`src/hw/rtl/cos_sim_pkg.sv`:
```
// ----------------------------------------------------------------------------
// cos_sim_pkg
// shared constants and types for the cosine similarity block
// ----------------------------------------------------------------------------
package cos_sim_pkg;

    localparam int ELEM_WIDTH = 16;
    localparam int ACC_WIDTH  = 48;
    localparam int SCORE_WIDTH = 16;
    localparam int QUEUE_DEPTH = 4;

    // sums handed from the accumulator to the scoring unit
    typedef struct packed {
        logic signed [ACC_WIDTH-1:0] dot;
        logic signed [ACC_WIDTH-1:0] na;
        logic signed [ACC_WIDTH-1:0] nb;
    } t_sums;

    typedef enum logic [2:0] {
        S_IDLE,
        S_PROD,
        S_SUM,
        S_CMP,
        S_DONE
    } t_score_state;

endpackage

```
`src/hw/rtl/cos_sim_acc.sv`:
```
// ----------------------------------------------------------------------------
// cos_sim_acc
// front part: squares and products of each pair, saturating running sums
// ----------------------------------------------------------------------------
module cos_sim_acc #(
    parameter int ELEM_W = cos_sim_pkg::ELEM_WIDTH
) (
    input  logic                      i_clk,
    input  logic                      i_rst_n,
    input  logic                      i_valid,
    input  logic signed [ELEM_W-1:0]  i_a,
    input  logic signed [ELEM_W-1:0]  i_b,
    input  logic                      i_last,
    output logic                      o_valid,
    output cos_sim_pkg::t_sums        o_sums
);
    localparam int AW = cos_sim_pkg::ACC_WIDTH;
    localparam int PW = 2 * ELEM_W;
    localparam int SW = ((AW > PW) ? AW : PW) + 2;

    // stage 1: registered products
    logic                  r_pv, r_plast;
    logic signed [PW-1:0]  r_ab, r_aa, r_bb;
    // stage 2: sums
    logic signed [AW-1:0]  r_dot, r_na, r_nb;
    logic signed [AW-1:0]  n_dot, n_na, n_nb;
    logic                  r_ov;

    function automatic logic signed [AW-1:0] sat_add(
        input logic signed [AW-1:0] acc, input logic signed [PW-1:0] p);
        logic signed [SW-1:0] s;
        logic signed [SW-1:0] mx;
        s  = SW'(acc) + SW'(p);
        mx = SW'({1'b0, {(AW-1){1'b1}}});
        if (s > mx) return {1'b0, {(AW-1){1'b1}}};
        if (s < -mx - SW'(1)) return {1'b1, {(AW-1){1'b0}}};
        return s[AW-1:0];
    endfunction

    assign n_dot = sat_add(r_dot, r_ab);
    assign n_na  = sat_add(r_na, r_aa);
    assign n_nb  = sat_add(r_nb, r_bb);

    always_ff @(posedge i_clk) begin
        r_ab <= i_a * i_b;
        r_aa <= i_a * i_a;
        r_bb <= i_b * i_b;
        r_plast <= i_last;
        o_sums.dot <= n_dot;
        o_sums.na  <= n_na;
        o_sums.nb  <= n_nb;
        if (!i_rst_n) begin
            r_pv  <= 1'b0;
            r_ov  <= 1'b0;
            r_dot <= '0;
            r_na  <= '0;
            r_nb  <= '0;
        end else begin
            r_pv <= i_valid;
            r_ov <= r_pv && r_plast;
            if (r_pv) begin
                if (r_plast) begin
                    r_dot <= '0;
                    r_na  <= '0;
                    r_nb  <= '0;
                end else begin
                    r_dot <= n_dot;
                    r_na  <= n_na;
                    r_nb  <= n_nb;
                end
            end
        end
    end

    assign o_valid = r_ov;
endmodule

```
`config.mk`:
```
export PLATFORM = sky130hd
export DESIGN_NAME = cos_sim_acc
export DESIGN_NICKNAME = d
export VERILOG_FILES = /design/src/hw/rtl/cos_sim_pkg.sv /design/src/hw/rtl/cos_sim_acc.sv
export SDC_FILE = /design/constraint.sdc
export NUM_CORES = 2
export LEC_CHECK = 0
export ABC_CLOCK_PERIOD_IN_PS = 8300
export BUFFER_PORTS_ARGS = -buffer_cell sky130_fd_sc_hd__buf_2
export CAP_MARGIN = 10
export CORE_MARGIN = 8
export CORE_UTILIZATION = 50
export CTS_BUF_LIST = sky130_fd_sc_hd__clkbuf_4
export DETAILED_ROUTE_END_ITERATION = 7
export GPL_TIMING_DRIVEN = 0
export HOLD_SLACK_MARGIN = 0.06
export PLACE_DENSITY = 0.64
export SLEW_MARGIN = 25
export SYNTH_ARGS = -nofsm -noshare
export SYNTH_HDL_FRONTEND = slang
export SYNTH_SLANG_ARGS = --single-unit
```
`constraint.sdc`:
```
create_clock -name i_clk -period 8.3 [get_ports i_clk]
set_input_delay 0.83 -clock i_clk [delete_from_list [all_inputs] [get_ports i_clk]]
set_output_delay 0.83 -clock i_clk [all_outputs]
set_load 0.01 [all_outputs]
```
## After elaboration in Yosys (flattened, before gate mapping)

Index checks and enable logic that the tools add are counted.
W data, S select, Z words.

| cells by class | value |
|---|---|
| multiply operators | 3 |
| magnitude comparators | 6 |
| muxes and demuxes | 24 |
| reduce and logical (&&, ||, !) cells | 1 |
| $add $sub $neg | 3 |

Operator list:

| operator | number |
|---|---|
| $mux W48 | 15 |
| $add A48 B32 Y49 | 3 |
| $gt A49 B48 Y1 const B | 3 |
| $lt A49 B48 Y1 const B | 3 |
| $mul A16 B16 Y32 | 3 |
| $mux W1 | 9 |
| $logic_and A1 B1 Y1 | 1 |

| storage, ports and cells | value |
|---|---|
| bits in registers | 387 |
| output and inout bits | 145 |
| word-level logic and storage cells | 49 |

## Longest topological paths before layout

| logic depth | value |
|---|---|
| depth after elaboration | 7 |
| gate-level depth with buffers | 28 |

## Worst setup path after synthesis

No wires, ideal clock.

| timing | value |
|---|---|
| kind | input -> register |
| start point | in i_b[3] |
| end point | reg r_bb[30] |
| data arrival time | 6959 ps |
| setup time | 118 ps |
| stages on the path | 24 |
| data required time | 8182 ps |
| path buffers | 2 |
| path slack | 1223 ps |
| path through | clkbuf_1 > clkbuf_1 > nand2_1 > inv_1 > fa_1 > inv_1 > fa_1 > fa_1 > fa_1 > inv_1 > fa_1 > fa_1 > ha_1 > a21o_1 > a21o_1 > a21oi_1 > o21ai_0 > a41o_1 > o41ai_2 > nor2_1 > o31a_1 > o41a_1 > a211o_1 > xor2_1 |

| on the way | value |
|---|---|
| word-level cells in the longest chain between the ends | 1 |

RTL lines:

| what | line | RTL |
|---|---|---|
| from (decl) | cos_sim_acc.sv:12 | `input logic signed [ELEM_W-1:0] i_b,` |
| $mul A16 B16 Y32 | cos_sim_acc.sv:47 | `r_bb <= i_b * i_b;` |
| to (signal assigned) | cos_sim_acc.sv:47 |  |
| to (decl) | cos_sim_acc.sv:23 | `logic signed [PW-1:0] r_ab, r_aa, r_bb;` |

No other way between the ends.
A chain may end at the register's enable or synchronous reset.

## Worst setup path after layout

| timing | value |
|---|---|
| start point | in i_a[11] |
| end point | reg r_aa[31] |

| on the way | value |
|---|---|
| word-level cells in the longest chain between the ends | 1 |

RTL lines:

| what | line | RTL |
|---|---|---|
| from (decl) | cos_sim_acc.sv:11 | `input logic signed [ELEM_W-1:0] i_a,` |
| $mul A16 B16 Y32 | cos_sim_acc.sv:46 | `r_aa <= i_a * i_a;` |
| to (signal assigned) | cos_sim_acc.sv:46 |  |
| to (decl) | cos_sim_acc.sv:23 |  |

No other way between the ends.

==> impl_metrics.csv <==
group,metric,value,unit
yosys,ys.flop_type,"dfxtp_1",
setup_path,cp-end-kind,"register",
setup_path,crit_slowest_cell,"clkbuf_1",
sta,fin_setup_tns,0,ps
worst_hold_path,worstHoldPathType,"input port to register",
sta,hold_violations,0,
cts,clock_latency,900,ps
routing,wl_per_cell,18.3,um
grt,use_met2,38.6,%
grt,grt.total_usage,24.1,%
sta,rsz0062_at_grt,"no",
setup_path,critPathLaunchType,"input port",
yosys,yosysSeqAreaShare,16.8,%
layout,nFillCells,8729,
yosys,synth_area,0.0459,mm2
die,die_height,319,um
die,initial_utilization,50.3,%
yosys,synth-seq-cells,385,
yosys,synth_cell_type_count,79,
layout,nNetsFinal,6583,
cts,htreeDepth,3,
sta,finalCritPeriodShare,96.7,%
grt,grt_max_degree,18,
grt,use_met3,7.12,%
placement,dp_slack,-535,ps
cts,cts.sinks,385,
die,die_w,319,um
routing,drcViolationCount,0,
yosys,yosys.area.top_type_share,31.8,%
setup_path,cp_common_cell,"fa_1",
sta,slew_headroom,28.9,%
yosys,synth_area_leader_cell,"fa_1",
grt,grt_pass1_wl,195,mm
grt,antenna_found_initial,14,
yosys,yosysWarnings,0,
placement,hpwl,101,mm
cts,clockRootBuffer,"clkbuf_4",
cts,post_cts_resized,0,
sta,setup_violations,0,
cts,cts_buffer_depth,3,
setup_path,worstSetupStartpoint,"i_a[11]",
sta,fin_crit,8030,ps
placement,gp_congestion,0.933,
layout,final_area,0.0496,mm2
setup_path,required,8880,ps
yosys,netlist_instances,5135,
placement,post_dp_cell_area,0.0483,mm2
setup_path,crit_chain,"buf_2 > clkbuf_1 > clkbuf_1 > nand2_1 > fa_1 > inv_1 > fa_1 > fa_1 > fa_1 > fa_1 > inv_1 > fa_1 > inv_1 > ha_1 > a21o_1 > a21o_1 > or3_1 > a211oi_1 > o31ai_1 > and3_1 > a221oi_1 > o21a_1 > mux2i_1 > nand4_1",
yosys,avgSynthCellArea,8.94,um2
layout,post-route-util,54.3,%
setup_path,cp_max_fo,10,
setup_path,cp.arrival,8610,ps
routing,drt.antenna.violating_nets,0,
die,io_pins,181,
layout,area_growth,7.95,%
layout,drive_above_1_share,7.82,%
sta,fmax,0.125,GHz
routing,drt_iter0_markers,2339,
setup_path,max_stage_delay,700,ps
cts,clk_pin_slew,70,ps
setup_path,crit_type,"input port to register",
grt,first_global_vias,36700,
worst_hold_path,min-delay-start,"i_valid",
cts,cts_tree,"done",
yosys,synth_nets,6307,
sta,skew,110,ps
run,cap_violations,0,
placement,io_buffers,173,
routing,firstDrtPassIters,6,
routing,drt_wl_total,122,mm
sta,worst_slew_pin_slew,1040,ps
grt,overflow,0,
die,rows,111,
grt,use_met1,31.1,%
routing,viasPerCell,5.35,
sta,finalMaxSlewViolations,0,
yosys,synthArstFlopShare,0,%
die,design.core.area,0.0914,mm2
grt,gr-max-usage-layer,"met2",
die,die-area,0.102,mm2
cts,cts_made_buffers,102,
sta,setup_slack,273,ps
outcome,status,"complete, no violations",
yosys,ys_top_cells_by_area,"fa_1, dfxtp_1, ha_1",
yosys,synth_edf_count,0,
routing,num_vias,35700,
setup_path,r2r_start,"r_bb[31]$_DFF_P_",
-- worst paths after layout --
kind	to	slack, ps	cells after the start
setup / recovery	r_aa[31]$_DFF_P_	270	24
hold / removal	r_pv$_SDFF_PN0_	180	2
setup reg to reg	o_sums[29]$_DFF_P_	3320	13
hold reg to reg	r_na[5]$_SDFFE_PN0P_	460	2
-- state kept, by name, indices dropped and copies added (netlist names) --
| signal | flops |
|---|---|
| r_ab | 32 |
| r_plast | 1 |
| r_dot | 48 |
| o_valid | 1 |
| r_na | 48 |
| r_pv | 1 |
| r_bb | 31 |
| o_sums | 144 |
| r_nb | 48 |
| r_aa | 31 |
-- stage by stage --
step                std cells  hold WS, ps
floorplan                5135          429
global route             6682          107
finish                   6685          184
global placement         6494          441
CTS                      6676         83.3
detailed placement       6494          451
-- Yosys cell counts, drive strengths merged, types with 11 or more instances --
master / number
inv: 944
a31oi: 39
nor2: 327
o21ai: 234
or2: 23
and2: 191
nand4: 35
o21bai: 32
ha: 406
xor2: 84
o21a: 37
a21oi: 208
nand2: 534
o211ai: 74
buf: 18
a211oi: 24
a21o: 114
dfxtp: 385
or3: 11
nand2b: 39
xnor2: 168
nand3: 37
a31o: 13
nor2b: 31
and3: 28
clkbuf: 194
fa: 730
nor3: 38
-- timing repair --
item,in CTS,in global routing
endpoints found under the hold margin,1,0
setup endpoints to repair,0,1
hold buffers,1,0
buffers inserted,0,0
-- worst max-delay path: cells and delay by family --
family / cells / cell delay [ps]
compound gates: 6 / 1530
simple gates: 4 / 1120
mux: 1 / 190
buf+inv: 6 / 1530
fa+ha+maj: 7 / 3390
-- layout by cell type (no fill, tap or decap), drive strengths merged, types with 11 or more instances in the layout --
cell type,netlist,routed
a211oi,24,24
a21o,114,114
a21oi,208,208
a31o,13,13
a31oi,39,39
and2,191,191
and3,28,28
buf,18,191
clkbuf,194,326
clkinv,5,45
dfxtp,385,385
diode,0,11
fa,730,730
ha,406,406
inv,944,949
nand2,534,534
nand2b,39,39
nand3,37,37
nand4,35,35
nor2,327,327
nor2b,31,31
nor3,38,38
o211ai,74,74
o21a,37,37
o21ai,234,234
o21bai,32,32
or2,23,23
or3,11,11
xnor2,168,168
xor2,84,84
-- final cells by class --
| type | count | area, um2 | area share (%) |
|---|---|---|---|
| Antenna cell | 11 | 27.5 | 0.0555 |
| Buffer | 210 | 847 | 1.71 |
| Clock buffer | 134 | 1010 | 2.03 |
| Clock inverter | 47 | 255 | 0.515 |
| Inverter | 949 | 3560 | 7.18 |
| Multi-Input combinational cell | 3589 | 33800 | 68.2 |
| Sequential cell | 385 | 7710 | 15.5 |
| Tap cell | 1186 | 1480 | 2.99 |
| Timing Repair Buffer | 174 | 876 | 1.77 |
-- kinds of logic (layout without fill, tap and decap cells) --
group / count (synthesis) / after routing / synth area share, %
compound gates: 872 / 872 / 12.5
simple gates: 1323 / 1323 / 13.3
flops: 385 / 385 / 16.8
mux: 6 / 6 / 0.144
buf+inv: 1161 / 1514 / 9.62
fa+ha+maj: 1136 / 1136 / 42.9
other cells: 0 / 11 / 0
xor+xnor: 252 / 252 / 4.81
-- routing by layer --
metal	vias up	share of wire, %	wire length, um
met5	-	0.037	45
met3	251	9.3	11300
met4	6	3.3	3980
met1	17500	42	51300
li1	16900	-	-
met2	1135	46	55700
Power is left out: the tool's default activity adds up to more than one toggle a clock period on the data nets, which glitch-free logic cannot reach.
