## src/hw/rtl/cos_sim_pkg.sv

```systemverilog
// ----------------------------------------------------------------------------
// cos_sim_pkg
// shared constants and types for the cosine similarity block
// ----------------------------------------------------------------------------
package cos_sim_pkg;

    localparam int ELEM_WIDTH = 16;
    localparam int ACC_WIDTH  = 48;
    localparam int SCORE_WIDTH = 16;
    localparam int QUEUE_DEPTH = 4;

    // sums handed from the accumulator to the scoring unit
    typedef struct packed {
        logic signed [ACC_WIDTH-1:0] dot;
        logic signed [ACC_WIDTH-1:0] na;
        logic signed [ACC_WIDTH-1:0] nb;
    } t_sums;

    typedef enum logic [2:0] {
        S_IDLE,
        S_PROD,
        S_SUM,
        S_CMP,
        S_DONE
    } t_score_state;

endpackage

```

## src/hw/rtl/cos_sim_fifo.sv

```systemverilog
// ----------------------------------------------------------------------------
// cos_sim_fifo
// short queue between accumulation and scoring
// ----------------------------------------------------------------------------
module cos_sim_fifo #(
    parameter int DEPTH = cos_sim_pkg::QUEUE_DEPTH,
    parameter int WIDTH = 1
) (
    input  logic             i_clk,
    input  logic             i_rst_n,
    input  logic             i_push,
    input  logic [WIDTH-1:0] i_data,
    input  logic             i_pop,
    output logic             o_empty,
    output logic [$clog2(DEPTH+1)-1:0] o_count,
    output logic [WIDTH-1:0] o_data
);
    localparam int IW = (DEPTH > 1) ? $clog2(DEPTH) : 1;
    localparam int CW = $clog2(DEPTH+1);

    logic [WIDTH-1:0] r_mem [DEPTH];
    logic [IW-1:0]    r_wr, r_rd;
    logic [CW-1:0]    r_cnt;

    function automatic logic [IW-1:0] inc(input logic [IW-1:0] p);
        return (p == IW'(DEPTH-1)) ? '0 : p + IW'(1);
    endfunction

    always_ff @(posedge i_clk) begin
        if (i_push) r_mem[r_wr] <= i_data;
        if (!i_rst_n) begin
            r_wr  <= '0;
            r_rd  <= '0;
            r_cnt <= '0;
        end else begin
            if (i_push) r_wr <= inc(r_wr);
            if (i_pop)  r_rd <= inc(r_rd);
            r_cnt <= r_cnt + CW'(i_push) - CW'(i_pop);
        end
    end

    assign o_data  = r_mem[r_rd];
    assign o_empty = (r_cnt == '0);
    assign o_count = r_cnt;
endmodule

```

## config.mk

```make
export PLATFORM = sky130hd
export DESIGN_NAME = cos_sim_fifo
export DESIGN_NICKNAME = d
export VERILOG_FILES = /design/src/hw/rtl/cos_sim_pkg.sv /design/src/hw/rtl/cos_sim_fifo.sv
export SDC_FILE = /design/constraint.sdc
export NUM_CORES = 1
export LEC_CHECK = 0
export BUFFER_PORTS_ARGS = -buffer_cell sky130_fd_sc_hd__buf_2
export CORE_AREA = 2 2 39 41
export DETAILED_ROUTE_END_ITERATION = 8
export DIE_AREA = 0 0 41 43
export GPL_ROUTABILITY_DRIVEN = 0
export GPL_TIMING_DRIVEN = 0
export PLACE_DENSITY = 0.63
export SLEW_MARGIN = 20
export SYNTH_ARGS = -nofsm -noshare
export SYNTH_HDL_FRONTEND = slang
export SYNTH_SLANG_ARGS = --single-unit
```

## constraint.sdc

```tcl
create_clock -name i_clk -period 2.4 [get_ports i_clk]
set_input_delay 0.24 -clock i_clk [delete_from_list [all_inputs] [get_ports i_clk]]
set_output_delay 0.24 -clock i_clk [all_outputs]
set_load 0.005 [all_outputs]
```

## Yosys cells after proc, flatten, opt, wreduce, memory -nomap -nowiden

Memories as Yosys holds them, arrays and structs flattened. A register that Yosys moved wholly into a read port is not among the register bits.
Index checks and enable logic that the tools add are counted.

| word-level totals | value |
|---|---|
| bits in registers | 7 |
| RAM bits | 4 |
| input port bits | 5 |
| output and inout port bits | 5 |
| logic and storage cells | 17 |
| memories kept | 1 |

| operators by class | value |
|---|---|
| add/sub/neg operators | 4 |
| equal/unequal tests | 2 |
| mux-type cells | 6 |
| reduce and logical (&&, ||, !) cells | 1 |

Memory list:

| memory | depth | bits a word | rd ports | clocked after Yosys merged registers in | write ports | RTL line | source |
|---|---|---|---|---|---|---|---|
| r_mem | 4 | 1 | 1 | 1 | 1 | cos_sim_fifo.sv:21 | `logic [WIDTH-1:0] r_mem [DEPTH];` |

Operators by type and width:

| cell | count |
|---|---|
| $mux W2 | 4 |
| $add A2 B1 Y2 const B | 2 |
| $eq A2 B2 Y1 const B | 2 |
| $add A3 B1 Y3 | 1 |
| $logic_not A3 Y1 | 1 |
| $sub A3 B1 Y3 | 1 |
| $mux W1 | 2 |

## Logic depth before layout (Yosys ltp)

Gate-level depths: netlist of run 1.

| depth | value |
|---|---|
| depth in word-level cells | 4 |
| mapped depth | 8 |
| gate-level depth less buffers | 8 |

## Least setup slack after synthesis of run 1

No wires, ideal clock.

| timing path | value |
|---|---|
| kind | flip-flop to flip-flop |
| start | register r_cnt[0], in the netlist o_count[0] |
| end | register r_cnt[2], in the netlist o_count[2] |
| library setup time | 0.119 ns |
| arrival | 1.584 ns |
| data required time | 2.281 ns |
| slack | 0.697 ns |
| cell stages (with the launch flop) | 9 |
| path buffers | 0 |
| period minus slack after synthesis | 1.703 ns |
| cell sequence | dfxtp_1 inv_1 ha_1 inv_1 ha_1 inv_1 fa_1 xnor3_1 nor2_1 |

| between the ends | value |
|---|---|
| longest elaborated chain between the ends | 2 |

Ends and longest elaborated chain:

| element | RTL line | source |
|---|---|---|
| from (decl) | cos_sim_fifo.sv:23 | `logic [CW-1:0] r_cnt;` |
| from (signal assigned) | cos_sim_fifo.sv:38 | `r_cnt <= r_cnt + CW'(i_push) - CW'(i_pop);` |
| $add A3 B1 Y3 | cos_sim_fifo.sv:38 |  |
| $sub A3 B1 Y3 | cos_sim_fifo.sv:38 |  |

No other way between the ends.
A chain may end at the register's enable or synchronous reset.

## Worst setup path after layout of run 1

Same ends and word-level chain as after synthesis.

==> run_results.csv, run 1 <==
group,metric,value,unit
critical_path,worstSetupPathType,"reg2reg",
synth,mappedNetlistNets,60,
finish,flow.area_growth_from_synthesis,15.5,%
clock_network,number_of_levels_in_the_clock_h_tree,1,
grt,antenna_found_initial,0,
route,drtIter0Drc,5,
pwr,leakagePower,0.315,nW
clock_network,clk-insertion-delay-late,0.27,ns
critical_path,worst-endpoint-arrival,1.93,ns
route,vias,340,
floorplanning,rows,14,
hold_path,worst_hold_path_type,"in2reg",
hold_path,hold_end,"o_count[0]",
critical_path,regToRegSetupSlack,0.64,ns
timing,period_minus_slack,1.76,ns
synth,syn-cell-area,591,µm²
clock_network,clock-root-buffer,"sky130_fd_sc_hd__clkbuf_4",
grt,global_route.usage.total,11.8,%
status,run_status,"complete, no violations",
pwr,ir_drop,0.514,mV
grt,grt_overflow,0,
grt,pin_count_of_the_biggest_net_entering_global_routing,9,
grt,wire_length_of_the_first_global_routing_pass,1270,µm
timing,clock-skew-final,0.00944,ns
synth,netlist-cell-type-count,15,
critical_path,critical_path_required,2.57,ns
clock_network,cts-buffers-inserted,3,
synth,synth_seq_cells,13,
timing,finalHoldViolCount,0,
route,drt_first_pass_iters,2,
floorplanning,die-area,0.00176,mm²
finish,antenna_cells_inserted,0,
grt,grt_pass1_vias,323,
finish,seq_area,300,µm²
synth,muxShareOfSynthArea,7.20,%
synth,synth_top_family_by_area,"adder cells",
clock_network,clkSlewWorstSetupHoldPaths,0.08,ns
critical_path,regToRegStartpoint,"o_count[0]",
synth,yosysSeqAreaShare,50.8,%
clock_network,cts_max_path_buffers,2,
timing,post-route-period-util,73.4,%
timing,slew_headroom,85.8,%
critical_path,setup.worst_path.start_class,"flop",
clock_network,cts_tree,"done",
timing,finalMaxSlewViolations,0,
synth,synthesized_area_fraction_occupied_by_ao_oa_aoi_and_oai_cells,2.33,%
synth,postSynthAreaPerCell,12.6,µm²
critical_path,rr_worst_depth,8,
clock_network,postCtsSetupBuffers,0,
clock_network,cts.repair.resized,0,
floorplanning,core_region_area,0.00138,mm²
floorplanning,die_w,41,µm
floorplanning,dieHeight,43,µm
critical_path,worst_r2r_endpoint,"o_count[2]",
route,drt-total-wl,720,µm
floorplanning,floorplan.initialDensity,42.7,%
synth,synthXorXnorAreaFrac,3.81,%
pwr,total_power,0.522,mW
clock_network,clock_sinks,13,
clock_network,cts.hold.buffers_added,0,
finish,final_layout_net_count,74,
run,maxCapViolations,0,
timing,transition_at_the_pin_with_the_smallest_max_transition_slack,0.213,ns
route,route.detailed.wl_per_inst,9.47,µm
route,ant_nets,0,
route,per_cell_via_count_in_the_routed_design,4.47,
timing,setup_violating_endpoint_count_in_the_final_report,0,
timing,fmax,568,MHz
placed_design,hpwl,567,µm
hold_path,min_path_cells,2,
pwr,power.density,766,mW/mm²
synth,yosys_warn_count,0,
route,route.detailed.drc,0,
finish,final_layout_size_suffix_gt1_share,23.3,%
floorplanning,top_level_ports,10,
synth,yosys.area_share.simple,13.8,%
critical_path,cp_max_fo,3,
finish,fraction_of_the_core_area_covered_by_cells_at_the_end_of_the_flow,49.3,%
placed_design,port-buffer-count,9,
finish,fillers,137,
synth,post_synth_fa_ha_maj_area_fraction,18.2,%
hold_path,min_from,"i_rst_n",
synth,synth_cells,47,
timing,finalSetupTns,0,ns
finish,multi_input_comb_area,268,µm²
critical_path,worst_setup_path_end_kind,"flop",
timing,grt_setup_unrepaired,"false",
[cell usage after synthesis]
library cell / n / area share, %
sky130_fd_sc_hd__dfxtp_1: 9 / 31
sky130_fd_sc_hd__ha_1: 7 / 15
sky130_fd_sc_hd__inv_1: 6 / 3.8
sky130_fd_sc_hd__and2_1: 5 / 5.3
sky130_fd_sc_hd__edfxtp_1: 4 / 20
sky130_fd_sc_hd__nor2_1: 4 / 2.5
sky130_fd_sc_hd__mux2i_1: 2 / 3.4
sky130_fd_sc_hd__nand2b_1: 2 / 2.1
sky130_fd_sc_hd__or3b_1: 2 / 3.0
sky130_fd_sc_hd__a21oi_1: 1 / 0.85
sky130_fd_sc_hd__a21oi_2: 1 / 1.5
sky130_fd_sc_hd__fa_1: 1 / 3.4
sky130_fd_sc_hd__mux4_2: 1 / 3.8
sky130_fd_sc_hd__nor3_1: 1 / 0.85
sky130_fd_sc_hd__xnor3_1: 1 / 3.8
[placed cells by master (no fill, tap or decap), drive strengths merged]
cell type and n:
buf 9, nor3 1, fa 1, and2 5
mux4 1, or3b 2, inv 6, edfxtp 4
mux2i 2, nand2b 2, dfxtp 9, a21oi 2
nor2 4, xnor3 1, ha 7, clkbuf 4
[layout make-up]
class / instances / area share [%]
timing repair buffer: 9 / 6.61
sequential: 13 / 44.0
tap: 16 / 2.94
multi-input combinational: 28 / 39.3
clock buffer: 4 / 3.85
inverter: 6 / 3.30
[how the worst max path moves through the flow]
| stage | start | endpoint | depth (start not counted) |
|---|---|---|---|
| final | o_count[0] | o_count[2] | 8 |
| after global routing | o_count[0] | o_count[2] | 8 |
| after CTS | o_count[0] | o_count[2] | 8 |
| after detailed placement | i_pop | o_count[2] | 8 |
| after global placement | i_pop | o_count[2] | 8 |
| after floorplan | o_count[0] | o_count[2] | 8 |
[stage by stage]
step / hold slack [ns] / cell area (µm²) / std cells / worst slack [ns]
3_5_place_dp: 0.458 / 656 / 72 / 0.627
5_1_grt: 0.178 / 682 / 76 / 0.504
3_3_place_gp: 0.453 / 656 / 72 / 0.646
4_1_cts: 0.163 / 682 / 76 / 0.629
6_report: 0.173 / 682 / 76 / 0.638
2_1_floorplan: 0.339 / 591 / 47 / 0.697
[kinds of logic (layout without fill, tap and decap cells)]
logic type	Yosys count	after routing
mux	3	3
xor+xnor	1	1
flops	13	13
simple gates	14	14
fa+ha+maj	8	8
compound gates	2	2
buf+inv	6	19
[critical path, stage by stage (launching register included)]
cell and delay (ns):
sky130_fd_sc_hd__dfxtp_1 0.35, sky130_fd_sc_hd__inv_1 0.05, sky130_fd_sc_hd__ha_1 0.26, sky130_fd_sc_hd__inv_1 0.06, sky130_fd_sc_hd__ha_1 0.13, sky130_fd_sc_hd__inv_1 0.05
sky130_fd_sc_hd__fa_1 0.36, sky130_fd_sc_hd__xnor3_1 0.36, sky130_fd_sc_hd__nor2_1 0.04
[power by group]
part	internal, mW	leakage, nW	switching (mW)
clock	0.0643	0.0150	0.0682
sequential	0.253	0.111	0.0214
combinational	0.0712	0.189	0.0436
total	0.389	0.315	0.133
[routing by layer]
layer	vias to the layer above	share of wire [%]	global-route usage (%)
met4	0	1.7	12.0
li1	181	-	-
met2	4	49	14.7
met1	153	46	14.1
met3	2	3.3	4.71
met5	-	0	0
(Power assumes the default switching activity.)
==> run 2: changes to the inputs <==
--- a/config.mk
+++ b/config.mk
@@ -11,7 +11,7 @@
 export DIE_AREA = 0 0 41 43
 export GPL_ROUTABILITY_DRIVEN = 0
 export GPL_TIMING_DRIVEN = 0
-export PLACE_DENSITY = 0.63
+export PLACE_DENSITY = 0.66
 export SLEW_MARGIN = 20
 export SYNTH_ARGS = -nofsm -noshare
 export SYNTH_HDL_FRONTEND = slang
==> constraint.sdc (replaced) <==
create_clock -name i_clk -period 1.6 [get_ports i_clk]
set_input_delay 0.16 -clock i_clk [delete_from_list [all_inputs] [get_ports i_clk]]
set_output_delay 0.16 -clock i_clk [all_outputs]
set_load 0.005 [all_outputs]
==> run_results.csv, run 2 (synthesis results as in run 1) <==
group,metric,value,unit
status,run_status,"complete, no violations",
clock_network,clock-root-buffer,"sky130_fd_sc_hd__clkbuf_4",
placed_design,placed_cells_incl_taps,72,
pwr,share_comb_of_total_power,25.7,%
pwr,power.switching_fraction,25.2,%
critical_path,worst_setup_path_end_kind,"flop",
hold_path,worst_hold_path_type,"in2reg",
pwr,power.density,1140,mW/mm²
timing,period_minus_slack,1.51,ns
clock_network,cts_max_path_buffers,2,
grt,global_route.usage.total,11.6,%
run,maxCapViolations,0,
timing,clock-skew-final,0.00908,ns
grt,wire_length_of_the_first_global_routing_pass,1390,µm
pwr,power_dissipated_by_switching_net_loads,0.205,mW
route,drt-total-wl,771,µm
pwr,seq_power_share,50.9,%
critical_path,critical_path_required,1.76,ns
floorplanning,core_region_area,0.00138,mm²
timing,timing.hold.ws,0.104,ns
pwr,leakagePower,0.323,nW
critical_path,worst-endpoint-arrival,1.67,ns
timing,fmax,661,MHz
route,route.detailed.drc,0,
clock_network,cts_tree,"done",
timing,post-route-period-util,94.5,%
timing,transition_at_the_pin_with_the_smallest_max_transition_slack,0.219,ns
finish,finish.instance_area,716,µm²
placed_design,port-buffer-count,9,
finish,final_layout_net_count,76,
critical_path,worstSetupPathType,"reg2reg",
pwr,ir_drop,0.509,mV
critical_path,setup.worst_path.start_class,"flop",
finish,final_cell_count_no_fill,78,
clock_network,cts-buffers-inserted,3,
clock_network,cts.hold.buffers_added,0,
finish,layout_common_cells,"9 x sky130_fd_sc_hd__buf_2, 8 x sky130_fd_sc_hd__dfxtp_1, 5 x sky130_fd_sc_hd__inv_1, 5 x sky130_fd_sc_hd__and2_1, 5 x sky130_fd_sc_hd__ha_1",
floorplanning,top_level_ports,10,
finish,layout_commonest_cell,"sky130_fd_sc_hd__buf_2",
floorplanning,die-area,0.00176,mm²
route,drtIter0Drc,4,
timing,setup_violating_endpoint_count_in_the_final_report,0,
clock_network,clock_sinks,13,
route,ant_nets,0,
finish,final_layout_size_suffix_gt1_share,33.9,%
finish,fillers,129,
floorplanning,die_w,41,µm
pwr,internal-power,0.609,mW
route,drt_first_pass_iters,2,
clock_network,clk-insertion-delay-late,0.26,ns
timing,finalSetupTns,0,ns
grt,pin_count_of_the_biggest_net_entering_global_routing,9,
floorplanning,dieHeight,43,µm
grt,antenna_found_initial,0,
placed_design,dpl-instance-area,657,µm²
route,per_cell_via_count_in_the_routed_design,4.56,
route,vias,356,
floorplanning,rows,14,
clock_network,clkSlewWorstSetupHoldPaths,0.08,ns
clock_network,number_of_levels_in_the_clock_h_tree,1,
critical_path,cp_max_fo,2,
finish,antenna_cells_inserted,0,
timing,finalHoldViolCount,0,
timing,slew_headroom,85.4,%
route,route.detailed.wl_per_inst,9.88,µm
pwr,share_clk_of_total_power,23.4,%
floorplanning,floorplan.initialDensity,42.7,%
finish,fraction_of_the_core_area_covered_by_cells_at_the_end_of_the_flow,51.7,%
placed_design,hpwl,588,µm
grt,grt_pass1_vias,343,
finish,flow.area_growth_from_synthesis,21.2,%
grt,grt_overflow,0,
timing,finalMaxSlewViolations,0,
[run 2: changes by cell type in the layout (fill, tap and decap cells not counted), sizes merged]
cell | before | now
buf | 9 | 11
[run 2: per-layer routing]
metal | share of wire, % | track usage (%) | up-vias
li1 | - | - | 186
met5 | 0 | 0 | -
met2 | 51 | 15.9 | 5
met4 | 0 | 6.00 | 0
met1 | 45 | 16.1 | 165
met3 | 3.8 | 3.14 | 0
[run 2: repair_timing]
| action | in CTS | in global routing |
|---|---|---|
| setup buffers | 1 | 1 |
| endpoints found under the setup margin | 1 | 2 |
| gates resized for setup | 1 | 3 |
[run 2: area by class of cell]
cell class / count / area, µm² / share of cell area [%]
sequential: 13 / 302 / 42.1
tap: 16 / 20.0 / 2.80
clock buffer: 4 / 26.3 / 3.67
multi-input combinational: 28 / 285 / 39.9
timing repair buffer: 11 / 60.1 / 8.39
inverter: 6 / 22.5 / 3.15
[run 2: power groups by stage]
stage	logic, mW	clock network, mW	registers (mW)
floorplan	0.122	0	0.420
global placement	0.182	0	0.419
detailed placement	0.188	0	0.423
CTS	0.198	0.198	0.414
global route	0.238	0.220	0.422
finish	0.209	0.190	0.415
[run 2: path summary, 6_finish.rpt]
| check | cells past startpoint | start | end | slack (ns) |
|---|---|---|---|---|
| setup / recovery | 8 | o_count[0] | o_count[2] | 0.09 |
| hold / removal | 2 | i_rst_n | o_count[0] | 0.10 |
| setup reg to reg | 8 | o_count[0] | o_count[2] | 0.09 |
| hold reg to reg | 2 | r_rd[0] | r_rd[0] | 0.51 |
[run 2: metrics by stage]
stage	setup WS, ns	power, mW
after floorplan	0.0733	0.542
after global placement	0.0396	0.601
after detailed placement	0.00402	0.611
after CTS	0.0413	0.810
after global routing	-0.00118	0.880
final	0.0882	0.814
[run 2: critical path, cell delays in order, from the launching register on]
cell,delay (ns)
sky130_fd_sc_hd__dfxtp_2,0.33
sky130_fd_sc_hd__inv_1,0.08
sky130_fd_sc_hd__ha_4,0.20
sky130_fd_sc_hd__inv_2,0.04
sky130_fd_sc_hd__ha_2,0.14
sky130_fd_sc_hd__inv_1,0.04
sky130_fd_sc_hd__fa_2,0.33
sky130_fd_sc_hd__xnor3_1,0.21
sky130_fd_sc_hd__nor2_1,0.04
==> run 3: changes to the inputs <==
--- a/config.mk
+++ b/config.mk
@@ -5,13 +5,17 @@
 export SDC_FILE = /design/constraint.sdc
 export NUM_CORES = 1
 export LEC_CHECK = 0
+export ABC_AREA = 1
 export BUFFER_PORTS_ARGS = -buffer_cell sky130_fd_sc_hd__buf_2
-export CORE_AREA = 2 2 39 41
+export CELL_PAD_IN_SITES_DETAIL_PLACEMENT = 0
+export CELL_PAD_IN_SITES_GLOBAL_PLACEMENT = 1
+export CORE_ASPECT_RATIO = 1.1
+export CORE_MARGIN = 2
+export CORE_UTILIZATION = 35
 export DETAILED_ROUTE_END_ITERATION = 8
-export DIE_AREA = 0 0 41 43
 export GPL_ROUTABILITY_DRIVEN = 0
 export GPL_TIMING_DRIVEN = 0
-export PLACE_DENSITY = 0.66
+export PLACE_DENSITY = 0.68
 export SLEW_MARGIN = 20
 export SYNTH_ARGS = -nofsm -noshare
 export SYNTH_HDL_FRONTEND = slang
==> run_results.csv, run 3 <==
group,metric,value,unit
synth,postSynthAreaPerCell,8.83,µm²
synth,synth_cells,70,
pwr,leakagePower,0.376,nW
synth,netlist.area_leader.share,29.1,%
finish,fraction_of_the_core_area_covered_by_cells_at_the_end_of_the_flow,44.5,%
route,route.detailed.drc,0,
floorplanning,rows,15,
critical_path,worst-endpoint-arrival,1.69,ns
critical_path,regToRegSetupSlack,0.08,ns
critical_path,worstSetupPathType,"reg2reg",
route,drt_first_pass_iters,4,
pwr,power.switching_fraction,28.3,%
critical_path,worst_r2r_endpoint,"o_count[1]",
synth,post-synth-top-count-cell,"sky130_fd_sc_hd__inv_1",
synth,syn-cell-area,618,µm²
critical_path,worst_setup_path_end_kind,"flop",
synth,ys_async_sr_fraction,0,%
timing,period_minus_slack,1.52,ns
hold_path,worst_hold_path_type,"in2reg",
route,route.detailed.wl_per_inst,8.58,µm
timing,fmax,657,MHz
clock_network,cts_max_path_buffers,2,
synth,synth_top_cell_by_area,"sky130_fd_sc_hd__dfxtp_1",
clock_network,postCtsSetupBuffers,0,
pwr,power.density,1080,mW/mm²
synth,yosys_warn_count,0,
pwr,ir_drop,0.491,mV
floorplanning,die-area,0.00212,mm²
synth,synth_commonest_cells,"16 x sky130_fd_sc_hd__inv_1, 12 x sky130_fd_sc_hd__nand2_1, 9 x sky130_fd_sc_hd__dfxtp_1, 9 x sky130_fd_sc_hd__nor2_1, 7 x sky130_fd_sc_hd__ha_1",
grt,global_route.usage.total,10.1,%
finish,antenna_cells_inserted,0,
timing,setup_violating_endpoint_count_in_the_final_report,0,
finish,flow.area_growth_from_synthesis,16.2,%
floorplanning,floorplan.initialDensity,38.3,%
pwr,internal-power,0.555,mW
grt,grt_overflow,0,
pwr,power_dissipated_by_switching_net_loads,0.219,mW
grt,pin_count_of_the_biggest_net_entering_global_routing,9,
timing,post-route-period-util,95.2,%
timing,clock-skew-final,0.000298,ns
timing,finalHoldViolCount,0,
synth,netlist-cell-type-count,13,
grt,antenna_found_initial,0,
synth,postSynth.topFlopCell,"sky130_fd_sc_hd__dfxtp_1",
status,run_status,"complete, no violations",
timing,transition_at_the_pin_with_the_smallest_max_transition_slack,0.171,ns
clock_network,clkSlewWorstSetupHoldPaths,0.08,ns
route,drt-total-wl,858,µm
floorplanning,die_w,44.1,µm
synth,mappedNetlistNets,83,
pwr,seq_power_share,52.2,%
route,vias,424,
hold_path,min_from,"i_data",
clock_network,clock-root-buffer,"sky130_fd_sc_hd__clkbuf_4",
floorplanning,core_region_area,0.00161,mm²
critical_path,critical_path_required,1.77,ns
clock_network,cts_tree,"done",
route,drtIter0Drc,4,
run,maxCapViolations,0,
placed_design,hpwl,684,µm
placed_design,port-buffer-count,9,
clock_network,clock_sinks,13,
timing,finalMaxSlewViolations,0,
hold_path,hold_end,"r_mem[3]",
critical_path,cp_max_fo,3,
pwr,share_clk_of_total_power,25.5,%
finish,final_layout_net_count,97,
pwr,share_comb_of_total_power,22.3,%
timing,slew_headroom,88.6,%
synth,yosys-top-cells-area,"sky130_fd_sc_hd__dfxtp_1 29%, sky130_fd_sc_hd__edfxtp_1 19%, sky130_fd_sc_hd__ha_1 14%",
finish,final_layout_size_suffix_gt1_share,21.7,%
synth,synth_edf_count,4,
finish,layout_commonest_cell,"sky130_fd_sc_hd__inv_1",
synth,synth_seq_cells,13,
grt,grt_pass1_vias,341,
critical_path,regToRegStartpoint,"o_count[0]",
timing,timing.hold.ws,0.107,ns
grt,wire_length_of_the_first_global_routing_pass,1410,µm
critical_path,setup.worst_path.start_class,"flop",
route,per_cell_via_count_in_the_routed_design,4.24,
clock_network,cts-buffers-inserted,3,
finish,layout_common_cells,"16 x sky130_fd_sc_hd__inv_1, 12 x sky130_fd_sc_hd__nand2_1, 9 x sky130_fd_sc_hd__nor2_1, 9 x sky130_fd_sc_hd__buf_2, 8 x sky130_fd_sc_hd__dfxtp_1",
synth,yosysSeqAreaShare,48.6,%
floorplanning,top_level_ports,10,
timing,grt_setup_unrepaired,"false",
floorplanning,dieHeight,48.1,µm
route,ant_nets,0,
hold_path,min_path_cells,1,
critical_path,rr_worst_depth,7,
timing,finalSetupTns,0,ns
clock_network,clk-insertion-delay-late,0.27,ns
clock_network,number_of_levels_in_the_clock_h_tree,1,
run 3: worst max-delay path, cell delays in order (launching register included):
cell	delay, ns
sky130_fd_sc_hd__dfxtp_2	0.34
sky130_fd_sc_hd__inv_1	0.04
sky130_fd_sc_hd__ha_1	0.26
sky130_fd_sc_hd__inv_1	0.05
sky130_fd_sc_hd__ha_1	0.13
sky130_fd_sc_hd__inv_1	0.05
sky130_fd_sc_hd__fa_2	0.51
sky130_fd_sc_hd__nor2_1	0.04
run 3: worst max path at each step:
stage	from	end	slack [ns]	cells after the start
after detailed placement	o_count[0]	o_count[2]	0.06	8
final	o_count[0]	o_count[1]	0.08	7
after global routing	o_count[0]	o_count[1]	0.008	7
after floorplan	o_count[0]	o_count[2]	0.10	8
after CTS	o_count[0]	o_count[2]	0.04	8
after global placement	o_count[0]	o_count[2]	0.07	8
run 3: power groups by stage:
stage	logic, mW	clock network (mW)	registers, mW
floorplan	0.105	0	0.409
global placement	0.162	0	0.410
detailed placement	0.164	0	0.411
CTS	0.165	0.210	0.403
global route	0.204	0.224	0.409
finish	0.173	0.197	0.404
run 3: kinds of logic (layout without fill, tap and decap cells):
logic type	Yosys count	in the layout	share of synthesized area (%)
flip-flops	13	13	48.6
AO/OA/AOI/OAI	8	8	6.88
adder cells (fa/ha/maj)	8	8	17.4
buffers and inverters	17	30	11.5
AND/OR/NAND/NOR	24	24	15.6
run 3: through the flow:
stage / area (µm²) / setup WS, ns / std cells / power [mW]
after floorplan: 618 / 0.105 / 70 / 0.515
after global placement: 684 / 0.0731 / 96 / 0.572
after detailed placement: 684 / 0.0584 / 96 / 0.575
after CTS: 711 / 0.0441 / 100 / 0.778
after global routing: 718 / 0.00754 / 100 / 0.837
final: 718 / 0.0770 / 100 / 0.773
run 3: cell type report:
type	instances	area, µm²
multi-input cells	40	253
flip-flops and latches	13	302
plain buffers	1	11.3
well taps	17	21.3
fillers	165	896
clock buffers	4	26.3
inverters	16	60.1
repair buffers	9	45.0
run 3: routing by layer:
| layer | part of all wire [%] | track usage (%) | wire length, µm | vias up |
|---|---|---|---|---|
| met5 | 0 | 0 | 0 | - |
| met4 | 1.4 | 10.9 | 12 | 0 |
| met3 | 4.8 | 3.40 | 41 | 2 |
| met2 | 46 | 13.2 | 394 | 8 |
| met1 | 48 | 12.4 | 409 | 176 |
| li1 | - | - | - | 238 |
run 3: what timing repair did:
item,4_1_cts,5_1_grt
resized for setup,0,3
endpoints found under the setup margin,0,1
hold buffers,0,0
